==> src/hdl/nnip_pkg.sv <==
// ----------------------------------------------------------------------------
// nnip_pkg
// Shared constants, types and helpers for the nearest non-zero id pick block.
// ----------------------------------------------------------------------------
package nnip_pkg;

   // search window geometry
   localparam int SEARCH_RADIUS = 4;
   localparam int WINDOW_MAX    = 2 * SEARCH_RADIUS + 1;

   // field widths
   localparam int ID_W    = 32;
   localparam int COORD_W = 4;
   localparam int SQ_W    = 2 * COORD_W;
   localparam int DIST_W  = SQ_W + 1;
   localparam int CSR_IDX_W = 2;

   // register indexes
   localparam logic [CSR_IDX_W-1:0] REG_WINDOW_WIDTH  = 2'd0;
   localparam logic [CSR_IDX_W-1:0] REG_WINDOW_HEIGHT = 2'd1;
   localparam logic [CSR_IDX_W-1:0] REG_CURSOR_X      = 2'd2;
   localparam logic [CSR_IDX_W-1:0] REG_CURSOR_Y      = 2'd3;

   // register reset values
   localparam logic [COORD_W-1:0] RST_WINDOW_WIDTH  = 4'd9;
   localparam logic [COORD_W-1:0] RST_WINDOW_HEIGHT = 4'd9;
   localparam logic [COORD_W-1:0] RST_CURSOR_X      = 4'd4;
   localparam logic [COORD_W-1:0] RST_CURSOR_Y      = 4'd4;

   localparam logic [DIST_W-1:0] DIST_ALL_ONES = '1;

   // window setup as seen by the search logic
   typedef struct packed {
      logic [COORD_W-1:0] width;
      logic [COORD_W-1:0] height;
      logic [COORD_W-1:0] cursor_x;
      logic [COORD_W-1:0] cursor_y;
   } window_cfg_type;

   // status and result from the search logic
   typedef struct packed {
      logic            last;
      logic [ID_W-1:0] picked_id;
      logic            found;
   } search_out_type;

   // window size forced into 1..WINDOW_MAX
   function automatic logic [COORD_W-1:0] clamp_size(input logic [COORD_W-1:0] v);
      logic [COORD_W-1:0] r;
      r = v;
      if (v == '0) begin
         r = COORD_W'(1);
      end else if (v > COORD_W'(WINDOW_MAX)) begin
         r = COORD_W'(WINDOW_MAX);
      end
      return r;
   endfunction

   // absolute difference of two coordinates
   function automatic logic [COORD_W-1:0] abs_diff(input logic [COORD_W-1:0] a,
                                                   input logic [COORD_W-1:0] b);
      logic [COORD_W-1:0] r;
      if (a >= b) begin
         r = a - b;
      end else begin
         r = b - a;
      end
      return r;
   endfunction

endpackage

==> src/hdl/nnip_search.sv <==
// ----------------------------------------------------------------------------
// nnip_search
// Raster position counters and running nearest non-zero id for one window.
// ----------------------------------------------------------------------------
module nnip_search (
   input  logic                          clock,
   input  logic                          reset,
   input  logic                          advance,
   input  logic [nnip_pkg::ID_W-1:0]     id,
   input  nnip_pkg::window_cfg_type      cfg,
   output nnip_pkg::search_out_type      result
);

   logic [nnip_pkg::COORD_W-1:0] column_count_ff, column_count_in;
   logic [nnip_pkg::COORD_W-1:0] row_count_ff, row_count_in;
   logic [nnip_pkg::DIST_W-1:0]  best_distance_ff, best_distance_in;
   logic [nnip_pkg::ID_W-1:0]    best_id_ff, best_id_in;
   logic [nnip_pkg::ID_W-1:0]    exact_id_ff, exact_id_in;

   logic [nnip_pkg::COORD_W-1:0] dx, dy;
   logic [nnip_pkg::SQ_W-1:0]    sq_x, sq_y;
   logic [nnip_pkg::DIST_W-1:0]  sq_dist;
   logic [nnip_pkg::DIST_W-1:0]  best_dist_next;
   logic                         row_end;
   logic                         last;
   logic [nnip_pkg::ID_W-1:0]    exact_next, best_next, picked;

   // squared distance from the current texel to the cursor
   always_comb begin
      dx      = nnip_pkg::abs_diff(column_count_ff, cfg.cursor_x);
      dy      = nnip_pkg::abs_diff(row_count_ff, cfg.cursor_y);
      sq_x    = {{nnip_pkg::COORD_W{1'b0}}, dx} * {{nnip_pkg::COORD_W{1'b0}}, dx};
      sq_y    = {{nnip_pkg::COORD_W{1'b0}}, dy} * {{nnip_pkg::COORD_W{1'b0}}, dy};
      sq_dist = {1'b0, sq_x} + {1'b0, sq_y};
   end

   // end of row and end of window
   assign row_end = ({1'b0, column_count_ff} + (nnip_pkg::COORD_W + 1)'(1))
                    >= {1'b0, cfg.width};
   assign last    = row_end &&
                    (({1'b0, row_count_ff} + (nnip_pkg::COORD_W + 1)'(1))
                     >= {1'b0, cfg.height});

   // running minimum and cursor hit
   always_comb begin
      exact_next     = exact_id_ff;
      best_next      = best_id_ff;
      best_dist_next = best_distance_ff;
      if (column_count_ff == cfg.cursor_x && row_count_ff == cfg.cursor_y) begin
         exact_next = id;
      end
      if (id != '0 && sq_dist < best_distance_ff) begin
         best_dist_next = sq_dist;
         best_next      = id;
      end
      picked = (exact_next != '0) ? exact_next : best_next;
   end

   // next state: step the raster position or clear for the next window
   always_comb begin
      column_count_in  = column_count_ff;
      row_count_in     = row_count_ff;
      best_distance_in = best_dist_next;
      best_id_in       = best_next;
      exact_id_in      = exact_next;
      if (last) begin
         column_count_in  = '0;
         row_count_in     = '0;
         best_distance_in = nnip_pkg::DIST_ALL_ONES;
         best_id_in       = '0;
         exact_id_in      = '0;
      end else if (row_end) begin
         column_count_in = '0;
         row_count_in    = row_count_ff + nnip_pkg::COORD_W'(1);
      end else begin
         column_count_in = column_count_ff + nnip_pkg::COORD_W'(1);
      end
   end

   always_ff @(posedge clock) begin
      if (reset) begin
         column_count_ff  <= '0;
         row_count_ff     <= '0;
         best_distance_ff <= nnip_pkg::DIST_ALL_ONES;
         best_id_ff       <= '0;
         exact_id_ff      <= '0;
      end else if (advance) begin
         column_count_ff  <= column_count_in;
         row_count_ff     <= row_count_in;
         best_distance_ff <= best_distance_in;
         best_id_ff       <= best_id_in;
         exact_id_ff      <= exact_id_in;
      end
   end

   assign result.last      = last;
   assign result.picked_id = picked;
   assign result.found     = (picked != '0);

endmodule

==> src/hdl/nearest_nonzero_id_pick_core.sv <==
// ----------------------------------------------------------------------------
// nearest_nonzero_id_pick_core
// Picks the id under the cursor, or else the nearest non-zero id, from a
// window of entity ids streamed in raster order.
// ----------------------------------------------------------------------------
// Usage:
//   Program window size and cursor through the csr_ write port while idle.
//   Feed the window's ids, one item per texel in raster order, on the req_
//   valid/ready channel. After the last texel of the window one item leaves
//   on the rsp_ channel: the picked id, and found set when it is non-zero.
// Throughput and pipeline:
//   One texel item per cycle, unless a waiting result stalls the last
//   texel of a window. A texel sits in the input register while the distance
//   and running minimum update runs; the result register loads when the
//   last texel of the window advances out of the input register.
// Reset:
//   Registers return to a 9x9 window with the cursor at the center, and the
//   search restarts at the top left texel.
// Stall:
//   A waiting result holds the next window's last texel in the input register,
//   which then stalls req_ready; texels before it keep flowing.
// ----------------------------------------------------------------------------
module nearest_nonzero_id_pick_core (
   input  logic                             clock,
   input  logic                             reset,
   // texel items
   input  logic                             req_valid,
   output logic                             req_ready,
   input  logic [nnip_pkg::ID_W-1:0]        req_entity_id,
   // result items
   output logic                             rsp_valid,
   input  logic                             rsp_ready,
   output logic [nnip_pkg::ID_W-1:0]        rsp_picked_id,
   output logic                             rsp_found,
   // register writes
   input  logic                             csr_wr_en,
   input  logic [nnip_pkg::CSR_IDX_W-1:0]   csr_index,
   input  logic [nnip_pkg::COORD_W-1:0]     csr_wdata
);

   logic [nnip_pkg::COORD_W-1:0] window_width_ff, window_height_ff;
   logic [nnip_pkg::COORD_W-1:0] cursor_x_ff, cursor_y_ff;

   logic                         in_valid_ff;
   logic [nnip_pkg::ID_W-1:0]    in_id_ff;
   logic                         rsp_valid_ff;
   logic [nnip_pkg::ID_W-1:0]    rsp_picked_id_ff;
   logic                         rsp_found_ff;

   nnip_pkg::window_cfg_type     cfg;
   nnip_pkg::search_out_type     search;
   logic                         advance;
   logic                         rsp_load;

   // configuration registers
   always_ff @(posedge clock) begin
      if (reset) begin
         window_width_ff  <= nnip_pkg::RST_WINDOW_WIDTH;
         window_height_ff <= nnip_pkg::RST_WINDOW_HEIGHT;
         cursor_x_ff      <= nnip_pkg::RST_CURSOR_X;
         cursor_y_ff      <= nnip_pkg::RST_CURSOR_Y;
      end else if (csr_wr_en) begin
         case (csr_index)
            nnip_pkg::REG_WINDOW_WIDTH:  window_width_ff  <= csr_wdata;
            nnip_pkg::REG_WINDOW_HEIGHT: window_height_ff <= csr_wdata;
            nnip_pkg::REG_CURSOR_X:      cursor_x_ff      <= csr_wdata;
            nnip_pkg::REG_CURSOR_Y:      cursor_y_ff      <= csr_wdata;
            default: ;
         endcase
      end
   end

   assign cfg.width    = nnip_pkg::clamp_size(window_width_ff);
   assign cfg.height   = nnip_pkg::clamp_size(window_height_ff);
   assign cfg.cursor_x = cursor_x_ff;
   assign cfg.cursor_y = cursor_y_ff;

   // stage handshake: only the last texel needs a free result register
   assign advance   = in_valid_ff && (!search.last || !rsp_valid_ff || rsp_ready);
   assign rsp_load  = advance && search.last;
   assign req_ready = !in_valid_ff || advance;

   // input register
   always_ff @(posedge clock) begin
      if (reset) begin
         in_valid_ff <= 1'b0;
      end else if (req_ready) begin
         in_valid_ff <= req_valid;
      end
   end

   always_ff @(posedge clock) begin
      if (req_ready && req_valid) begin
         in_id_ff <= req_entity_id;
      end
   end

   nnip_search u_search (
      .clock   (clock),
      .reset   (reset),
      .advance (advance),
      .id      (in_id_ff),
      .cfg     (cfg),
      .result  (search)
   );

   // result register
   always_ff @(posedge clock) begin
      if (reset) begin
         rsp_valid_ff <= 1'b0;
      end else if (rsp_load) begin
         rsp_valid_ff <= 1'b1;
      end else if (rsp_ready) begin
         rsp_valid_ff <= 1'b0;
      end
   end

   always_ff @(posedge clock) begin
      if (rsp_load) begin
         rsp_picked_id_ff <= search.picked_id;
         rsp_found_ff     <= search.found;
      end
   end

   assign rsp_valid     = rsp_valid_ff;
   assign rsp_picked_id = rsp_picked_id_ff;
   assign rsp_found     = rsp_found_ff;

endmodule
==> config.mk <==
export PLATFORM = sky130hd
export DESIGN_NAME = nearest_nonzero_id_pick_core
export DESIGN_NICKNAME = d
export VERILOG_FILES = /design/src/hdl/nnip_pkg.sv /design/src/hdl/nnip_search.sv /design/src/hdl/nearest_nonzero_id_pick_core.sv
export SDC_FILE = /design/constraint.sdc
export NUM_CORES = 1
export LEC_CHECK = 0
export BUFFER_PORTS_ARGS = -buffer_cell sky130_fd_sc_hd__buf_4
export CAP_MARGIN = 0
export CORE_MARGIN = 2
export CORE_UTILIZATION = 52
export CTS_CLUSTER_SIZE = 20
export DETAILED_ROUTE_END_ITERATION = 7
export PLACE_DENSITY = 0.7
export RECOVER_POWER = 25
export SYNTH_ARGS = -nofsm -noshare
export SYNTH_HDL_FRONTEND = slang
export SYNTH_SLANG_ARGS = --single-unit
==> constraint.sdc <==
create_clock -name clock -period 10.1 [get_ports clock]
set_input_delay 2.02 -clock clock [delete_from_list [all_inputs] [get_ports clock]]
set_output_delay 2.02 -clock clock [all_outputs]
set_load 0.02 [all_outputs]
==> impl_results.md <==
- Synth unique cells: 51
- Final WL: 18.60 mm
- CP Data Required Time: 10.29 ns
- Worst setup path endpoint: rsp_found$_DFFE_PP_
- I/O Buffers: 77
- Cell mode on critical path: inv_1
- Post-synthesis mux area share: 2.231%
- Final instance area: 0.009353 mm²
- Num CTS Buffers: 17
- Max Cap Viol: 1
- Global routing's busiest layer: met2
- Power Dens Cells: 176.5 mW/mm²
- R2R Setup Slk: 1.34 ns
- Routed length per instance: 17.01 µm
- Core box area: 0.01520 mm²
- Root buffer cell: clkbuf_16
- Clock transition at path regs: 0.06 ns
- Count of pins over their slew limit: 92
- Worst Slack Setup Final: 1.342 ns
- CTS sink cnt: 164
- Sequential element share of the synthesized area: 48.71%
- Share of cells above drive strength 1: 11.93%
- Drt drc: 0
- Largest net degree at the start of global routing: 92
- VDD IR-drop max: 0.0001636 V
- Post-DP Area: 0.008807 mm²
- Total number of vias: 6,172
- CP Capture Type: flop
- CTS tree: done
- Fillers: 1,288
- Area Overhead vs Synth: 15.80%
- Die H: 128.6 µm
- Largest stage delay, worst path: 0.67 ns
- Drt via density: 5.647
- Number of synthesized flops with an enable pin: 65
- Worst slew pin tran: 4.053 ns
- Post-cts sizing count: 0
- Reg2reg start: u_search.column_count_ff[0]$_SDFFE_PP0P_
- Simple-gate portion of the synthesized area: 13.26%
- CTS max path bufs: 2
- Starting Density: 53.13%
- Share of the synthesized area in the top cell type: 24.54%
- Crit-path max FO: 17
- Total GRT Usage: 23.23%
- Post-Synth Adder-Cell Area: 11.46%
- Post-CTS Setup Repair Bufs: 0
- Synthesized area per cell: 9.802 µm²
- Compound-Gate Fraction of Synth Area: 14.89%
- Io pins: 78
- Post-route setup TNS: 0 ns
- Status: finished, violations left
- Clk_skew: 0.009932 ns
- Most common flop cell mapped by yosys: dfxtp_1
- Hold buffer count at cts: 0
- Met1 Use GR: 32.14%
- Placed cell count: 1,061
- Fin cells: 1,093
- Met2 GRT Util: 37.08%
- CP Class: reg2reg
- Dpl hpwl: 12.60 mm
- Slowest cell on crit path: o22ai_2
- Cell taking the most area after synthesis: dfxtp_1
- Setup Viol. Count Final: 0
- RR Endpoint: rsp_found$_DFFE_PP_
- Die footprint: 0.01654 mm²
- Syn nets: 932
- Row cnt: 45
- First-pass DRT Iterations: 5
- Synth Area in XOR/XNOR: 1.301%
- Total grt overflow: 0
- Starting DRC count in detailed routing: 509
- DIE WIDTH: 128.6 µm
- Yosys reg bits: 164
- Largest family of logic cells by synthesized area: compound AO/OA/AOI/OAI gates
- Tcrit/Tclk final: 86.72%
- H-tree levels: 4
- Synthesized cell area: 0.008076 mm²
- Crit path from: u_search.column_count_ff[0]$_SDFFE_PP0P_
- Slew headroom: -170.2%
- Vias in the first global route: 6,020
- Reg2reg path depth: 34
- Leak Pwr: 3.952 nW
- Hold Violations, Final: 0
- RSZ-0062 raised after global routing: no
- Placer congestion estimate: 0.8876
- Nets: 1,000
- Synth Instances: 824
- Overall Power: 0.001651 W
- Crit path launch type: flop
- Routed Antenna Nets: 0
- Hold crit path type: reg2reg
- GR Layer Usage met3: 4.948%
- Number of synthesis warnings: 0
- Synth top cells by count: inv_1, nor2_1, dfxtp_1, edfxtp_1, a22oi_1
- CP arrival: 8.95 ns
- Antenna Cells: 0
- Clock insertion delay at the later pin of the skew report: 0.44 ns
- Dpl ws: 1.368 ns
- Synth area leaders: dfxtp_1, edfxtp_1, ha_1, inv_1, a22oi_1
- Post-synth ARST share: 0%
- Leading cell type by number of instances after synthesis: inv_1
- Failing checks: max-capacitance violations, max-slew violations
- First-pass GRT wire length: 30.22 mm
- Fin crit period: 8.758 ns
- Fmax: 114.2 MHz
- Antenna violations before repair: 0
## report_power, final
group          switching, W  internal, W  leakage [nW]
clock              0.000273     0.000416         0.310
sequential        0.0000237     0.000718          1.42
combinational      0.000130    0.0000901          2.22
## through the flow
step,hold WS [ns],util (%)
final,0.4594,61.52
after global routing,0.4805,61.52
after CTS,0.4609,62.07
after detailed placement,0.4459,57.93
after global placement,0.4424,57.93
after floorplan,0.4272,-
## state kept, by name, indices dropped and copies added (netlist names)
register                   cells
cursor_x_ff                    4
cursor_y_ff                    4
in_id_ff                      32
in_valid_ff                    1
rsp_found                      1
rsp_picked_id                 32
rsp_valid                      1
u_search.best_distance_ff      9
u_search.best_id_ff           32
u_search.column_count_ff       4
u_search.exact_id_ff          32
u_search.row_count_ff          4
window_height_ff               4
window_width_ff                4
## worst min path at each step
stage	startpoint	to	depth (start not counted)
6_report	window_height_ff[0]$_SDFFE_PP1P_	window_height_ff[0]$_SDFFE_PP1P_	1
5_1_grt	u_search.best_distance_ff[1]$_SDFFE_PP1P_	u_search.best_distance_ff[1]$_SDFFE_PP1P_	2
4_1_cts	window_height_ff[0]$_SDFFE_PP1P_	window_height_ff[0]$_SDFFE_PP1P_	1
3_5_place_dp	window_height_ff[0]$_SDFFE_PP1P_	window_height_ff[0]$_SDFFE_PP1P_	1
3_3_place_gp	window_height_ff[0]$_SDFFE_PP1P_	window_height_ff[0]$_SDFFE_PP1P_	1
2_1_floorplan	window_height_ff[0]$_SDFFE_PP1P_	window_height_ff[0]$_SDFFE_PP1P_	1
## metal layers
metal,share of wire [%],vias up
met2,47,195
li1,-,3020
met3,5.0,24
met5,0,-
met1,47,2933
met4,1.6,0
## cell type report
class	instances	area, µm²	area share [%]
flip-flops and latches	164	3934	42.06
multi-input cells	494	3520	37.63
repair buffers	83	540.5	5.779
inverters	132	495.5	5.298
clock buffers	17	425.4	4.548
well taps	188	235.2	2.515
clock inverters	15	202.7	2.167
## cells in the final DEF (no fill, tap or decap), types with 17 or more instances in the layout
cell,synthesis,final
inv_1,132,132
dfxtp_1,99,99
nor2_1,100,98
edfxtp_1,65,65
a22oi_1,64,64
nand2_1,59,59
ha_1,50,50
o221ai_1,32,32
buf_4,2,31
clkbuf_4,0,30
nor4_1,24,24
clkbuf_1,14,22
a21oi_1,22,21
nand3_1,20,20
mux2i_1,18,18
clkbuf_16,0,17
## cell families (layout without fill, tap and decap cells)
group	after synthesis	in the layout
AND/OR/NAND/NOR	238	238
buffers and inverters	166	247
flip-flops	164	164
AO/OA/AOI/OAI	161	161
adder cells (fa/ha/maj)	65	65
multiplexers	18	18
XOR/XNOR	12	12
## worst max-delay path: cells and delay by family, from the launching register on
| family | cells | cell delay, ns |
|---|---|---|
| multiplexers | 1 | 0.29 |
| AND/OR/NAND/NOR | 6 | 1.21 |
| XOR/XNOR | 2 | 0.41 |
| AO/OA/AOI/OAI | 10 | 2.46 |
| flip-flops | 1 | 0.36 |
| adder cells (fa/ha/maj) | 8 | 2.99 |
| buffers and inverters | 7 | 0.77 |
Power figures use the tool's default switching activity.
